### src/hdl/ucu8_pkg.sv
`timescale 1ns / 1ps
`default_nettype none
package ucu8_pkg;

	localparam int unsigned BYTE_W       = 8;
	localparam int unsigned CODE_W       = 32;
	localparam int unsigned DIGIT_SLOTS  = 8;
	localparam int unsigned SLOT_W       = $clog2(DIGIT_SLOTS);
	localparam int unsigned SHORT_DIGITS = 4;
	localparam int unsigned LONG_DIGITS  = 8;
	localparam int unsigned DCOUNT_W     = 4;
	localparam int unsigned QUEUE_DEPTH  = 2;
	localparam int unsigned QPTR_W       = $clog2(QUEUE_DEPTH);
	localparam int unsigned QCNT_W       = $clog2(QUEUE_DEPTH + 1);
	localparam int unsigned PHASE_COUNT  = 5;

	localparam logic [BYTE_W-1:0] CH_BSLASH = 8'h5C;
	localparam logic [BYTE_W-1:0] CH_LOW_U  = 8'h75;
	localparam logic [BYTE_W-1:0] CH_UP_U   = 8'h55;

	typedef logic [BYTE_W-1:0]   byte_t;
	typedef logic [DCOUNT_W-1:0] dcount_t;
	typedef logic [CODE_W-1:0]   code_t;

	typedef enum logic [1:0] {
		MODE_IDLE   = 2'd0,
		MODE_SLASH  = 2'd1,
		MODE_DIGITS = 2'd2
	} scan_mode_t;

	// emit order of one request; value equals its bit in the enable vector
	typedef enum logic [2:0] {
		PH_BS     = 3'd0,
		PH_LETTER = 3'd1,
		PH_DIGIT  = 3'd2,
		PH_UTF    = 3'd3,
		PH_TAIL   = 3'd4
	} phase_t;

	// one request from front to back
	typedef struct packed {
		logic                         bs_en;
		logic                         letter_en;
		logic                         long_form;
		dcount_t                      ndig;
		logic [DIGIT_SLOTS-1:0][BYTE_W-1:0] digits;
		logic                         utf_en;
		code_t                        code;
		logic                         tail_en;
		byte_t                        tail_byte;
		logic                         text_end;
	} cmd_t;

	// {valid, nibble}
	function automatic logic [4:0] hex_nibble(input byte_t b);
		logic [4:0] r;
		r = '0;
		if (b >= 8'h30 && b <= 8'h39) begin
			r = {1'b1, 4'(b - 8'h30)};
		end else if (b >= 8'h61 && b <= 8'h66) begin
			r = {1'b1, 4'(b - 8'h57)};
		end else if (b >= 8'h41 && b <= 8'h46) begin
			r = {1'b1, 4'(b - 8'h37)};
		end
		return r;
	endfunction

	// number of utf-8 bytes minus one
	function automatic logic [1:0] utf8_len(input code_t c);
		logic [1:0] r;
		if (c <= 32'h7F) begin
			r = 2'd0;
		end else if (c <= 32'h7FF) begin
			r = 2'd1;
		end else if (c <= 32'hFFFF) begin
			r = 2'd2;
		end else begin
			r = 2'd3;
		end
		return r;
	endfunction

	function automatic byte_t utf8_byte(input code_t c, input logic [1:0] idx);
		byte_t r;
		r = '0;
		unique case (utf8_len(c))
			2'd0: r = c[7:0];
			2'd1: r = (idx == 2'd0) ? {3'b110, c[10:6]} : {2'b10, c[5:0]};
			2'd2: begin
				unique case (idx)
					2'd0:    r = {4'b1110, c[15:12]};
					2'd1:    r = {2'b10, c[11:6]};
					default: r = {2'b10, c[5:0]};
				endcase
			end
			default: begin
				unique case (idx)
					2'd0:    r = 8'hF0 | c[25:18];
					2'd1:    r = {2'b10, c[17:12]};
					2'd2:    r = {2'b10, c[11:6]};
					default: r = {2'b10, c[5:0]};
				endcase
			end
		endcase
		return r;
	endfunction

endpackage
`default_nettype wire

### src/hdl/universal_char_to_utf8_filter_core.sv
`timescale 1ns / 1ps
`default_nettype none
// channel   | dir | handshake          | payload
// ----------+-----+--------------------+------------------------------------------------
// source    | in  | s_tvalid/s_tready  | s_tdata[7:0] in_byte, s_tlast end_of_text
// result    | out | m_tvalid/m_tready  | m_tdata[7:0] out_byte, m_tuser run_last,
//           |     |                    | m_tlast text_last
//
// the front takes one source byte per cycle while the two-entry request queue has room
// the back drains one output byte per cycle while m_tready allows; an item yields 1 to 10
// result bytes through the single-byte output register (escape replays and utf-8 bursts)
// a byte that produces nothing (a held backslash, letter or digit) pushes no request
// reset is asynchronous and active low; it clears the scan state, queue and output valid
// either side may stall freely: the queue decouples front from back
module universal_char_to_utf8_filter_core (
	input  wire        clk,
	input  wire        arst_n,
	input  wire        s_tvalid,
	output logic       s_tready,
	input  wire  [7:0] s_tdata,    // [7:0] in_byte
	input  wire        s_tlast,    // end_of_text
	output logic       m_tvalid,
	input  wire        m_tready,
	output logic [7:0] m_tdata,    // [7:0] out_byte
	output logic       m_tuser,    // [0] run_last
	output logic       m_tlast     // text_last
);
	import ucu8_pkg::*;

	// request path from front to back
	logic q_full;
	logic push;
	cmd_t push_cmd;
	logic head_valid;
	cmd_t head;
	logic pop;

	// front: scan state, hex collection and request building
	ucu8_front u_front (
		.clk      (clk),
		.arst_n   (arst_n),
		.s_tvalid (s_tvalid),
		.s_tready (s_tready),
		.s_tdata  (s_tdata),
		.s_tlast  (s_tlast),
		.q_full   (q_full),
		.push     (push),
		.push_cmd (push_cmd)
	);

	// short queue so a long burst in the back does not stall the front at once
	ucu8_queue u_queue (
		.clk        (clk),
		.arst_n     (arst_n),
		.push       (push),
		.push_cmd   (push_cmd),
		.pop        (pop),
		.full       (q_full),
		.head_valid (head_valid),
		.head       (head)
	);

	// back: walks each request byte by byte into the output register
	ucu8_back u_back (
		.clk        (clk),
		.arst_n     (arst_n),
		.head_valid (head_valid),
		.head       (head),
		.pop        (pop),
		.m_tvalid   (m_tvalid),
		.m_tready   (m_tready),
		.m_tdata    (m_tdata),
		.m_tuser    (m_tuser),
		.m_tlast    (m_tlast)
	);

endmodule
`default_nettype wire

### src/hdl/ucu8_front.sv
`timescale 1ns / 1ps
`default_nettype none
module ucu8_front (
	input  wire                 clk,
	input  wire                 arst_n,
	input  wire                 s_tvalid,
	output logic                s_tready,
	input  wire  [7:0]          s_tdata,
	input  wire                 s_tlast,
	input  wire                 q_full,
	output logic                push,
	output ucu8_pkg::cmd_t      push_cmd
);
	import ucu8_pkg::*;

	scan_mode_t mode_q, mode_d;
	logic       long_q, long_d;
	dcount_t    cnt_q, cnt_d, cnt_inc, need;
	code_t      code_q, code_d, code_inc;
	logic [DIGIT_SLOTS-1:0][BYTE_W-1:0] held_q, held_d;
	logic [4:0] hx;
	logic       is_hex, accept;
	cmd_t       cmd;

	assign s_tready = !q_full;
	assign accept   = s_tvalid && !q_full;

	always_comb begin
		hx       = hex_nibble(s_tdata);
		is_hex   = hx[4];
		need     = long_q ? dcount_t'(LONG_DIGITS) : dcount_t'(SHORT_DIGITS);
		cnt_inc  = cnt_q + dcount_t'(1);
		code_inc = {code_q[CODE_W-5:0], hx[3:0]};
		held_d   = held_q;
		if (mode_q == MODE_DIGITS && is_hex) begin
			held_d[cnt_q[SLOT_W-1:0]] = s_tdata;
		end
		// most paths end back in idle
		mode_d = MODE_IDLE;
		long_d = 1'b0;
		cnt_d  = '0;
		code_d = '0;
		cmd           = '0;
		cmd.digits    = held_d;
		cmd.long_form = long_q;
		cmd.code      = code_inc;
		cmd.tail_byte = s_tdata;
		cmd.text_end  = s_tlast;
		unique case (mode_q)
			MODE_SLASH: begin
				if (s_tdata == CH_LOW_U || s_tdata == CH_UP_U) begin
					if (s_tlast) begin
						cmd.bs_en     = 1'b1;
						cmd.letter_en = 1'b1;
						cmd.long_form = (s_tdata == CH_UP_U);
					end else begin
						mode_d = MODE_DIGITS;
						long_d = (s_tdata == CH_UP_U);
					end
				end else begin
					cmd.bs_en   = 1'b1;
					cmd.tail_en = 1'b1;
				end
			end
			MODE_DIGITS: begin
				if (!is_hex) begin
					// replay what was held, then the breaking byte from idle
					cmd.bs_en     = 1'b1;
					cmd.letter_en = 1'b1;
					cmd.ndig      = cnt_q;
					if (s_tdata != CH_BSLASH || s_tlast) begin
						cmd.tail_en = 1'b1;
					end else begin
						mode_d = MODE_SLASH;
					end
				end else if (cnt_inc >= need) begin
					if (code_inc != '0) begin
						cmd.utf_en = 1'b1;
					end else begin
						cmd.bs_en     = 1'b1;
						cmd.letter_en = 1'b1;
						cmd.ndig      = cnt_inc;
					end
				end else if (s_tlast) begin
					cmd.bs_en     = 1'b1;
					cmd.letter_en = 1'b1;
					cmd.ndig      = cnt_inc;
				end else begin
					mode_d = MODE_DIGITS;
					long_d = long_q;
					cnt_d  = cnt_inc;
					code_d = code_inc;
				end
			end
			default: begin
				if (s_tdata == CH_BSLASH && !s_tlast) begin
					mode_d = MODE_SLASH;
				end else begin
					cmd.tail_en = 1'b1;
				end
			end
		endcase
	end

	assign push     = accept && (cmd.bs_en || cmd.letter_en || cmd.utf_en || cmd.tail_en);
	assign push_cmd = cmd;

	always_ff @(posedge clk or negedge arst_n) begin
		if (!arst_n) begin
			mode_q <= MODE_IDLE;
			long_q <= 1'b0;
			cnt_q  <= '0;
			code_q <= '0;
		end else if (accept) begin
			mode_q <= mode_d;
			long_q <= long_d;
			cnt_q  <= cnt_d;
			code_q <= code_d;
		end
	end

	always_ff @(posedge clk) begin
		if (accept) begin
			held_q <= held_d;
		end
	end

endmodule
`default_nettype wire

### src/hdl/ucu8_queue.sv
`timescale 1ns / 1ps
`default_nettype none
module ucu8_queue (
	input  wire                 clk,
	input  wire                 arst_n,
	input  wire                 push,
	input  ucu8_pkg::cmd_t      push_cmd,
	input  wire                 pop,
	output logic                full,
	output logic                head_valid,
	output ucu8_pkg::cmd_t      head
);
	import ucu8_pkg::*;

	cmd_t                slot_q [QUEUE_DEPTH];
	logic [QPTR_W-1:0]   wr_ptr_q, rd_ptr_q;
	logic [QCNT_W-1:0]   count_q;
	logic                do_pop;

	assign full       = (count_q == QCNT_W'(QUEUE_DEPTH));
	assign head_valid = (count_q != '0);
	assign head       = slot_q[rd_ptr_q];
	assign do_pop     = pop && head_valid;

	always_ff @(posedge clk or negedge arst_n) begin
		if (!arst_n) begin
			wr_ptr_q <= '0;
			rd_ptr_q <= '0;
			count_q  <= '0;
		end else begin
			if (push) begin
				wr_ptr_q <= (wr_ptr_q == QPTR_W'(QUEUE_DEPTH - 1)) ? '0 : wr_ptr_q + QPTR_W'(1);
			end
			if (do_pop) begin
				rd_ptr_q <= (rd_ptr_q == QPTR_W'(QUEUE_DEPTH - 1)) ? '0 : rd_ptr_q + QPTR_W'(1);
			end
			if (push && !do_pop) begin
				count_q <= count_q + QCNT_W'(1);
			end else if (do_pop && !push) begin
				count_q <= count_q - QCNT_W'(1);
			end
		end
	end

	always_ff @(posedge clk) begin
		if (push) begin
			slot_q[wr_ptr_q] <= push_cmd;
		end
	end

endmodule
`default_nettype wire

### src/hdl/ucu8_back.sv
`timescale 1ns / 1ps
`default_nettype none
module ucu8_back (
	input  wire                 clk,
	input  wire                 arst_n,
	input  wire                 head_valid,
	input  ucu8_pkg::cmd_t      head,
	output logic                pop,
	output logic                m_tvalid,
	input  wire                 m_tready,
	output logic [7:0]          m_tdata,
	output logic                m_tuser,
	output logic                m_tlast
);
	import ucu8_pkg::*;

	logic                   started_q;
	phase_t                 phase_q, cur_ph, first_ph, nxt_ph;
	logic [SLOT_W-1:0]      idx_q, cur_idx, nxt_idx;
	logic [PHASE_COUNT-1:0] en;
	logic                   first_fnd, nxt_fnd, last_in_phase, cmd_last, load;
	logic [1:0]             ulen;
	byte_t                  cur_byte;
	logic                   ovalid_q, orun_q, olast_q;
	byte_t                  odata_q;

	always_comb begin
		en = {head.tail_en, head.utf_en, (head.ndig != '0), head.letter_en, head.bs_en};
		first_ph  = PH_BS;
		first_fnd = 1'b0;
		for (int i = 0; i < PHASE_COUNT; i++) begin
			if (!first_fnd && en[i]) begin
				first_fnd = 1'b1;
				first_ph  = phase_t'(3'(i));
			end
		end
		cur_ph  = started_q ? phase_q : first_ph;
		cur_idx = started_q ? idx_q : '0;
		ulen    = utf8_len(head.code);

		unique case (cur_ph)
			PH_BS:     cur_byte = CH_BSLASH;
			PH_LETTER: cur_byte = head.long_form ? CH_UP_U : CH_LOW_U;
			PH_DIGIT:  cur_byte = head.digits[cur_idx];
			PH_UTF:    cur_byte = utf8_byte(head.code, cur_idx[1:0]);
			default:   cur_byte = head.tail_byte;
		endcase

		unique case (cur_ph)
			PH_DIGIT: last_in_phase = ((dcount_t'(cur_idx) + dcount_t'(1)) == head.ndig);
			PH_UTF:   last_in_phase = (cur_idx[1:0] == ulen);
			default:  last_in_phase = 1'b1;
		endcase

		nxt_ph  = cur_ph;
		nxt_idx = cur_idx + SLOT_W'(1);
		nxt_fnd = 1'b0;
		if (last_in_phase) begin
			nxt_idx = '0;
			for (int i = 0; i < PHASE_COUNT; i++) begin
				if (!nxt_fnd && en[i] && 3'(i) > cur_ph) begin
					nxt_fnd = 1'b1;
					nxt_ph  = phase_t'(3'(i));
				end
			end
		end
		cmd_last = last_in_phase && !nxt_fnd;
	end

	// output register loads from a valid head whenever it is empty or being drained
	assign load = head_valid && (!ovalid_q || m_tready);
	assign pop  = load && cmd_last;

	always_ff @(posedge clk or negedge arst_n) begin
		if (!arst_n) begin
			started_q <= 1'b0;
			phase_q   <= PH_BS;
			idx_q     <= '0;
			ovalid_q  <= 1'b0;
		end else begin
			if (load) begin
				started_q <= !cmd_last;
				phase_q   <= nxt_ph;
				idx_q     <= nxt_idx;
			end
			if (!ovalid_q || m_tready) begin
				ovalid_q <= head_valid;
			end
		end
	end

	always_ff @(posedge clk) begin
		if (load) begin
			odata_q <= cur_byte;
			orun_q  <= cmd_last;
			olast_q <= cmd_last && head.text_end;
		end
	end

	assign m_tvalid = ovalid_q;
	assign m_tdata  = odata_q;
	assign m_tuser  = orun_q;
	assign m_tlast  = olast_q;

endmodule
`default_nettype wire

### config.mk
export PLATFORM = sky130hd
export DESIGN_NAME = universal_char_to_utf8_filter_core
export DESIGN_NICKNAME = d
export VERILOG_FILES = /design/src/hdl/ucu8_pkg.sv /design/src/hdl/universal_char_to_utf8_filter_core.sv /design/src/hdl/ucu8_front.sv /design/src/hdl/ucu8_queue.sv /design/src/hdl/ucu8_back.sv
export SDC_FILE = /design/constraint.sdc
export NUM_CORES = 1
export LEC_CHECK = 0
export ABC_AREA = 0
export BUFFER_PORTS_ARGS = -buffer_cell sky130_fd_sc_hd__buf_2
export CAP_MARGIN = 20
export CORE_MARGIN = 5
export CORE_UTILIZATION = 50
export CTS_CLUSTER_DIAMETER = 40
export DETAILED_ROUTE_END_ITERATION = 7
export GPL_TIMING_DRIVEN = 1
export PLACE_DENSITY = 0.65
export SYNTH_ARGS = -nofsm -noshare
export SYNTH_HDL_FRONTEND = slang
export SYNTH_HIERARCHICAL = 1
export SYNTH_SLANG_ARGS = --single-unit
export TNS_END_PERCENT = 20
### constraint.sdc
create_clock -name clk -period 10.6 [get_ports clk]
set_clock_uncertainty 0.15 [all_clocks]
set_input_delay 2.65 -clock clk [delete_from_list [all_inputs] [get_ports clk]]
set_output_delay 2.65 -clock clk [all_outputs]
set_load 0.01 [all_outputs]
==> results of run 1 <==
## synth_stat cells, types with 12 or more instances
master / n
dfrtp_1: 47
a21oi_1: 21
o21ai_0: 50
o21ai_1: 14
nor4_1: 13
nand3_1: 12
ha_1: 18
mux2_2: 92
inv_1: 21
nand2_1: 119
mux4_2: 16
edfxtp_1: 302
clkbuf_1: 26
nor2_1: 31
mux2_4: 55
## per-layer routing
layer | global-route usage [%] | vias to the layer above | part of all wire, %
li1 | - | 4085 | -
met1 | 27.3 | 4438 | 45
met2 | 30.0 | 245 | 47
met3 | 3.52 | 55 | 5.6
met4 | 5.84 | 0 | 2.6
met5 | 0 | - | 0
## power by group through the flow
stage | combinational [W] | sequential (W) | clock, W
floorplan | 0.000897 | 0.00192 | 0
global placement | 0.00118 | 0.00191 | 0
detailed placement | 0.00119 | 0.00192 | 0
CTS | 0.00120 | 0.00189 | 0.00156
global route | 0.00129 | 0.00191 | 0.00163
finish | 0.00120 | 0.00189 | 0.00153
## area by class of cell
cell class,count,area (um^2)
clock inverter,31,343
sequential,349,10200
inverter,22,83.8
multi-input combinational,621,5100
tap,402,503
fill,2455,13700
timing repair buffer,37,250
clock buffer,52,1190
## stage by stage
step | setup slack, ns | util, % | area, um^2
after floorplan | 1.73 | - | 15800
after global placement | 3.65 | 51.5 | 16200
after detailed placement | 3.54 | 51.5 | 16200
after CTS | 4.11 | 56.4 | 17700
after global routing | 3.65 | 56.5 | 17700
final | 4.03 | 56.5 | 17700
## worst max-delay path, stage by stage
cell and delay, ns:
buf_2 0.18, inv_1 0.23, ha_1 0.26, nor3b_1 0.42, a311oi_4 0.13, a22oi_1 0.37
and4_1 0.27, a221oi_1 0.11, o2bb2ai_1 0.33, and2_4 0.69, buf_4 0.83
## cell families after synthesis
| group | count (synthesis) | synth area share, % |
|---|---|---|
| multiplexers | 174 | 14.8 |
| buffers and inverters | 85 | 2.93 |
| AO/OA/AOI/OAI | 172 | 7.39 |
| flip-flops | 349 | 64.8 |
| adder cells (fa/ha/maj) | 18 | 1.43 |
| XOR/XNOR | 15 | 0.832 |
| AND/OR/NAND/NOR | 242 | 7.76 |
## worst paths after layout
| kind | startpoint | end | slack [ns] | cells past startpoint |
|---|---|---|---|---|
| worst max-delay path | s_tdata[0] | u_queue/slot_q[1][103] | 4.03 | 11 |
| worst min-delay path | u_queue/count_q[1] | u_queue/count_q[1] | 0.35 | 1 |
| max in group asynchronous | arst_n | u_queue/rd_ptr_q | 7.73 | 2 |
| min in group asynchronous | arst_n | u_front/code_q[20] | 2.06 | 2 |
| worst max register to register | u_queue/rd_ptr_q | u_back/m_tdata[1] | 5.63 | 13 |
| worst min register to register | u_queue/count_q[1] | u_queue/count_q[1] | 0.35 | 1 |
## registers in the layout, summed over array words and instances, names as in the netlist, 2 cells and up
| name | flops |
|---|---|
| u_queue/slot_q | 228 |
| u_front/held_q | 64 |
| u_front/code_q | 28 |
| u_back/m_tdata | 8 |
| u_front/cnt_q | 4 |
| u_back/idx_q | 3 |
| u_back/phase_q | 3 |
| u_front/mode_q | 2 |
| u_queue/count_q | 2 |
==> impl_metrics.toml, run 1 <==
[status]
status = "complete, no violations"

[cells_and_area]
area_growth_pct = 12.2
finalNonFillerCells = 1514
drive_gt1_share_pct = 26.8
final_cell_mix = "edfxtp_1 (302), nand2_1 (119), mux2_2 (92), mux2_4 (55), o21ai_0 (50)"
n_antenna_cell = 0
final_common_cell = "edfxtp_1"
layout.nets = 1107

[sta]
hold_viol = 0
finalSetupViolations = 0
setup_tns_ns = 0
rsz0062_at_grt = "false"
fin_crit_sh_pct = 62.0
hold_slack_ns = 0.348
tightest_slew_ns = 1.13
clock.fmax_ghz = 0.152
relSlewSlack_pct = 24.2
period_needed_ns = 6.57
final_max_slew_viol_count = 0

[clock_network]
hold_buffers = 0
numCtsBuffers = 45
cts_tree = "built"
clk_pin_slew_ns = 0.06
post_cts_buffers = 0
cts_max_path_buffers = 3
cts.sinks = 349
cts-resized-gates = 0
htreeDepth = 2
root_buffer = "clkbuf_16"
insertion_delay_ns = 0.54

[drt]
final_antenna_net_count = 0
first_pass_iters = 6
route.detailed.drc = 0
wl_per_cell_um = 22.0
drt_first_iter_violations = 735
vias = 8823
viasPerCell = 5.83
wl_mm = 33.4

[grt]
grt_pass1_vias = 8924
grt_overflow_total = 0
grt_max_degree = 81
grt_use_total_pct = 19.1
antenna_found_initial = 0
grt_pass1_wl_mm = 52.6

[yosys]
synth_top_area_cell = "edfxtp_1"
postSynthCellCount = 1055
postSynth.asyncResetShare_pct = 13.5
synth_fp_nets = 1086
synth_area_per_cell_um2 = 15.0
synth_area_leaders = "edfxtp_1 (57%), dfrtp_1 (7.4%), mux2_2 (6.6%), mux2_4 (5.2%), nand2_1 (2.8%)"
synth-edff-count = 302
ys_warn_count = 6
ys_types = 89
synth_seq_cells = 349
synth_area_um2 = 15800
ys.flop_type = "edfxtp_1"
synthDominantCellAreaShare_pct = 57.4
ys_seq_area_share_pct = 64.8

[floorplan]
rows = 65
fp.coreArea_um2 = 31400
ios = 25
dieArea_um2 = 35300
start_util_pct = 50.3
die_y_um = 188
dieWidth_um = 188

[pwr]
vdd_drop_max_mv = 0.197
p_seq_share_pct = 40.9
sw_frac_of_total_pct = 30.0
p_switching_w = 0.00139
p_total_w = 0.00462
power.internal_w = 0.00323
p_comb_share_pct = 25.9
clockPowerShare_pct = 33.1
p_per_area_nw_per_um2 = 261
p_leak_nw = 6.01

[worst_hold_path]
min_path_type = "flip-flop to flip-flop"

[critical_path]
cp_data_arrival_time_ns = 6.57
end_kind = "flip-flop"
worstSetupStartpointType = "primary input"
path_max_fanout = 66
path_class = "primary input to flip-flop"
cp.required_ns = 10.60

[place]
dpl.hpwl_mm = 21.2
numPortBuffers = 24
place.gp.congestion = 0.871
placed_cells = 1430

[flow_run]
maxCapViolations = 0
No activity file was read; power rests on OpenSTA's default activity.
==> run 2: changes to the inputs <==
Settings changed: PLACE_DENSITY 0.65 to 0.67.
Clock period 10.6 ns to 5.86 ns, I/O delays scaled along.
==> run 2 against run 1 <==
Against the previous run: wire length fell by 1.1%; sequential share of layout area decreased by 0.30 points; non-clock buffer count up 9; worst hold slack worse by 0.0097 ns; register-to-register slack got worse by 4.2 ns; cell area grew 0.52%; critical path type unchanged; largest power group unchanged.
==> impl_metrics.toml, run 2 (same netlist as run 1, synthesis figures left out) <==
[status]
status = "complete, no violations"

[cells_and_area]
multiInputGateArea_um2 = 5100
final_common_cell = "edfxtp_1"
final_cell_mix = "edfxtp_1 (302), nand2_1 (119), mux2_2 (92), mux2_4 (55), o21ai_0 (50)"
largest-register = "u_queue/slot_q"
layout.nets = 1116
drive_gt1_share_pct = 27.4
final_util_pct = 56.8
finalInstanceArea_um2 = 17800
register_area_um2 = 10200
fill_cells = 2399
finalNonFillerCells = 1524
n_antenna_cell = 0
area_growth_pct = 12.8
top_regs = "u_queue/slot_q (228), u_front/held_q (64), u_front/code_q (28)"
largest_register_ffs = 228

[clock_network]
cts-resized-gates = 0
cts_max_path_buffers = 3
numCtsBuffers = 45
insertion_delay_ns = 0.55
clk_pin_slew_ns = 0.05
root_buffer = "clkbuf_16"
post_cts_buffers = 0
cts.sinks = 349
htreeDepth = 2
cts_tree = "built"
hold_buffers = 0

[drt]
viasPerCell = 5.87
wl_mm = 33.0
drt_first_iter_violations = 905
first_pass_iters = 8
vias = 8950
route.detailed.drc = 0
final_antenna_net_count = 0
wl_per_cell_um = 21.6

[sta]
setup_tns_ns = 0
hold_viol = 0
relSlewSlack_pct = 30.5
clock.fmax_ghz = 0.212
period_needed_ns = 4.73
finalSetupViolations = 0
rsz0062_at_grt = "false"
tightest_slew_ns = 1.04
final_max_slew_viol_count = 0
fin_crit_sh_pct = 80.7

[pwr]
p_comb_share_pct = 25.6
clockPowerShare_pct = 33.0
sw_frac_of_total_pct = 29.8
p_switching_w = 0.00250
vdd_drop_max_mv = 0.359
p_seq_share_pct = 41.3
p_per_area_nw_per_um2 = 471
power.internal_w = 0.00588
p_leak_nw = 6.06
p_total_w = 0.00838

[place]
numPortBuffers = 24
dpl.hpwl_mm = 21.2
place.gp.congestion = 0.923
detailed_place.area_um2 = 16300
placed_cells = 1439

[critical_path]
cp-endpoint = "u_queue/slot_q[1][49]"
crit_start = "s_tdata[1]"
path_max_fanout = 36
worstSetupStartpointType = "primary input"
cp.required_ns = 5.95
end_kind = "flip-flop"
path_cells = "buf_2 -> inv_1 -> ha_1 -> nor3b_1 -> a311oi_4 -> a22oi_1 -> and4_1 -> a221oi_1 -> o2bb2ai_1 -> and2_4 -> buf_4"
path_class = "primary input to flip-flop"
r2r_slack_ns = 1.43
r2r_start = "u_queue/rd_ptr_q"
crit-reg2reg-capture = "u_back/m_tdata[2]"
slowest_stage = "and2_4"
crit_path_max_incr_delay_ns = 0.63
reg2regPathDepth = 12
cp_data_arrival_time_ns = 4.81

[floorplan]
fp.coreArea_um2 = 31400
die_y_um = 188
start_util_pct = 50.3
rows = 65
dieArea_um2 = 35300
ios = 25
dieWidth_um = 188

[grt]
antenna_found_initial = 0
grt_pass1_vias = 8847
grt_overflow_total = 0
grt_pass1_wl_mm = 51.7
grt_max_degree = 75
grt_use_total_pct = 18.5

[flow_run]
maxCapViolations = 0

[worst_hold_path]
min_path_type = "flip-flop to flip-flop"
[run 2: metal layers]
metal / vias to the layer above / wire length (um) / GRT usage [%]
met5: - / 0 / 0
li1: 4110 / - / -
met1: 4454 / 14900 / 27.2
met2: 312 / 15200 / 28.8
met3: 74 / 2020 / 3.02
met4: 0 / 894 / 5.73
[run 2: through the flow]
step,hold slack [ns],worst slack [ns]
after global placement,0.316,0.777
final,0.339,1.13
after global routing,0.355,0.986
after detailed placement,0.328,0.646
after CTS,0.337,1.22
after floorplan,0.297,0.271
[run 2: how the worst min path moves through the flow]
stage / start / to / slack (ns) / depth (start not counted)
global route: u_queue/count_q[1] / u_queue/count_q[1] / 0.35 / 1
detailed placement: u_queue/count_q[1] / u_queue/count_q[1] / 0.33 / 1
CTS: u_queue/count_q[1] / u_queue/count_q[1] / 0.34 / 1
floorplan: u_queue/count_q[1] / u_queue/count_q[1] / 0.30 / 1
finish: u_queue/count_q[1] / u_queue/count_q[1] / 0.34 / 1
global placement: u_queue/count_q[1] / u_queue/count_q[1] / 0.32 / 1
[run 2: cell type report]
type | instances | area share, %
Clock buffer | 54 | 6.57
Inverter | 22 | 0.471
Clock inverter | 30 | 2.05
Sequential cell | 349 | 57.5
Tap cell | 402 | 2.82
Multi-Input combinational cell | 621 | 28.6
Timing Repair Buffer | 46 | 1.94
[run 2: power groups by stage]
stage	logic (W)	clock network, W	registers, W
2_1_floorplan	0.00163	0	0.00344
3_5_place_dp	0.00214	0	0.00352
4_1_cts	0.00215	0.00282	0.00347
6_report	0.00215	0.00277	0.00347
5_1_grt	0.00230	0.00295	0.00351
3_3_place_gp	0.00212	0	0.00350
[run 2: worst max-delay path, delay by kind of cell]
kind / cells / cell delay, ns
AOI/OAI and AO/OA: 4 / 1.01
adders and majority gates: 1 / 0.27
buffers and inverters: 3 / 0.73
and+or+nand+nor: 3 / 1.32
==> run 3: changes to the inputs <==
Settings changed: ABC_AREA 0 to 1.
Clock period 5.86 ns to 4.13 ns, I/O delays scaled along.
==> run 3 against run 2 <==
Against the previous run: clock power rose by 36%; sequential power rose by 48%; flip-flop and latch count unchanged; worst hold slack lost 0.098 ns; cell area down 0.53%; critical endpoint is now u_queue/slot_q[0][5].
==> impl_metrics.toml, run 3 <==
[status]
status = "complete, no violations"

[drt]
wl_mm = 36.9
route.detailed.drc = 0
final_antenna_net_count = 0
vias = 10634
wl_per_cell_um = 19.1
viasPerCell = 5.50
drt_first_iter_violations = 978
first_pass_iters = 7

[clock_network]
numCtsBuffers = 45
hold_buffers = 0
root_buffer = "clkbuf_16"
post_cts_buffers = 0
insertion_delay_ns = 0.55
cts-resized-gates = 0
htreeDepth = 2
cts_tree = "built"
cts.sinks = 349
clk_pin_slew_ns = 0.06
cts_max_path_buffers = 3

[critical_path]
cp.required_ns = 4.19
worstSetupStartpointType = "flip-flop"
cp_data_arrival_time_ns = 3.69
r2r_slack_ns = 0.50
path_max_fanout = 56
end_kind = "flip-flop"
r2r_start = "u_front/cnt_q[0]"
path_class = "flip-flop to flip-flop"
crit_start = "u_front/cnt_q[0]"
cp-endpoint = "u_queue/slot_q[0][5]"
crit-reg2reg-capture = "u_queue/slot_q[0][5]"
reg2regPathDepth = 17

[cells_and_area]
top_regs = "u_queue/slot_q (228), u_front/held_q (64), u_front/code_q (28)"
final_cell_mix = "nand2_1 (525), edfxtp_1 (302), inv_1 (94), nor2_1 (65), o21ai_0 (49)"
drive_gt1_share_pct = 13.9
area_growth_pct = 13.0
largest_register_ffs = 228
largest-register = "u_queue/slot_q"
final_util_pct = 57.6
final_common_cell = "nand2_1"
layout.nets = 1529

[yosys]
synth_xor_area_share_pct = 0.447
ys_seq_area_share_pct = 65.3
ys_warn_count = 6
synth.most_common_cell = "nand2_1"
synthAdderAreaFrac_pct = 1.44
synth-edff-count = 302
synth_compound_area_share_pct = 8.42
ys.flop_type = "edfxtp_1"
synth_fp_nets = 1494
postSynth.asyncResetShare_pct = 13.5
synth_mux_area_share_pct = 0
ys_types = 48
synth_area_per_cell_um2 = 10.7
postSynthCellCount = 1463
synthSimpleGateAreaFrac_pct = 18.7
synthDominantCellAreaShare_pct = 57.8
synthTopCellsByCount = "nand2_1 (527), edfxtp_1 (302), inv_1 (96)"
synth_seq_cells = 349
synth_area_um2 = 15700
synth_top_area_cell = "edfxtp_1"
synth_top_family_by_area = "simple AND/OR/NAND/NOR gates"
synth_area_leaders = "edfxtp_1 (58%), nand2_1 (13%), dfrtp_1 (7.5%), inv_1 (2.3%), nor2_1 (1.6%)"

[pwr]
p_total_w = 0.0125
p_leak_nw = 7.14
p_per_area_nw_per_um2 = 706
vdd_drop_max_mv = 0.676

[grt]
grt_max_degree = 116
grt_pass1_wl_mm = 58.2
antenna_found_initial = 1
grt_pass1_vias = 10110
grt_use_total_pct = 21.0
grt_overflow_total = 0

[sta]
relSlewSlack_pct = 54.8
rsz0062_at_grt = "false"
fin_crit_sh_pct = 88.0
final_max_slew_viol_count = 0
tightest_slew_ns = 0.672
period_needed_ns = 3.63
clock.fmax_ghz = 0.275
hold_viol = 0
finalSetupViolations = 0
hold_slack_ns = 0.241

[floorplan]
rows = 64
start_util_pct = 51.0
dieWidth_um = 187
die_y_um = 187
ios = 25
dieArea_um2 = 35000
fp.coreArea_um2 = 30700

[place]
dpl.hpwl_mm = 23.9
place.gp.congestion = 0.885
numPortBuffers = 24

[flow_run]
maxCapViolations = 0

[worst_hold_path]
min_path_type = "primary input to async pin"
## run 3: power by group
group | switching [W] | internal [W] | total [W]
Combinational | 0.00258 | 0.00101 | 0.00359
Sequential | 0.000222 | 0.00493 | 0.00515
Clock | 0.00149 | 0.00229 | 0.00378
## run 3: worst max-delay path: stages (launching register included)
cell and delay [ns]:
dfrtp_1 0.49, ha_1 0.28, xnor2_1 0.29, ha_1 0.29
nand2_1 0.07, nand2_1 0.05, a21oi_1 0.12, buf_4 0.16
o21bai_2 0.13, nand2_1 0.07, nand2_1 0.08, nand2_2 0.08
nand2_1 0.09, nand2_1 0.08, a21oi_2 0.18, inv_1 0.10
nor2_4 0.18, buf_12 0.29
## run 3: worst min path at each step
stage / startpoint / to / slack, ns / depth (start not counted)
after CTS: u_front/code_q[6] / u_queue/slot_q[0][20] / 0.32 / 0
after global routing: arst_n / u_back/phase_q[0] / 0.24 / 1
after global placement: u_front/code_q[6] / u_queue/slot_q[0][20] / 0.30 / 0
final: arst_n / u_queue/count_q[0] / 0.24 / 1
after floorplan: u_queue/count_q[1] / u_queue/count_q[1] / 0.29 / 2
after detailed placement: u_front/code_q[6] / u_queue/slot_q[1][20] / 0.30 / 0
## run 3: metal layers
metal	vias up	track usage, %	wire length [um]
li1	5072	-	-
met1	5175	29.5	16200
met2	328	33.3	17400
met3	59	4.05	2260
met4	0	6.77	1010
met5	-	0	0
## run 3: per-stage QoR
stage                     worst slack (ns)  setup TNS [ns]  std cells  area [um^2]
after detailed placement            0.0970               0       1846        16200
final                                0.495               0       1932        17700
after global placement               0.131               0       1846        16200
after global routing                 0.287               0       1932        17700
after CTS                            0.543               0       1930        17700
after floorplan                     -0.775         -149.73       1463        15800
## run 3: layout make-up
cell class | count | area (um^2)
fill | 2585 | 13000
sequential | 349 | 10200
multi-input combinational | 929 | 4590
clock buffer | 54 | 1160
tap | 396 | 495
inverter | 117 | 468
timing repair buffer | 56 | 448
clock inverter | 30 | 314
antenna | 1 | 2.50
## run 3: logic make-up (layout without fill, tap and decap cells)
| family | Yosys count | in the layout |
|---|---|---|
| buffers and inverters | 185 | 257 |
| DFF | 349 | 349 |
| adders and majority gates | 18 | 18 |
| and+or+nand+nor | 693 | 693 |
| other | 0 | 1 |
| AOI/OAI and AO/OA | 210 | 210 |
| xor gates and xnor gates | 8 | 8 |
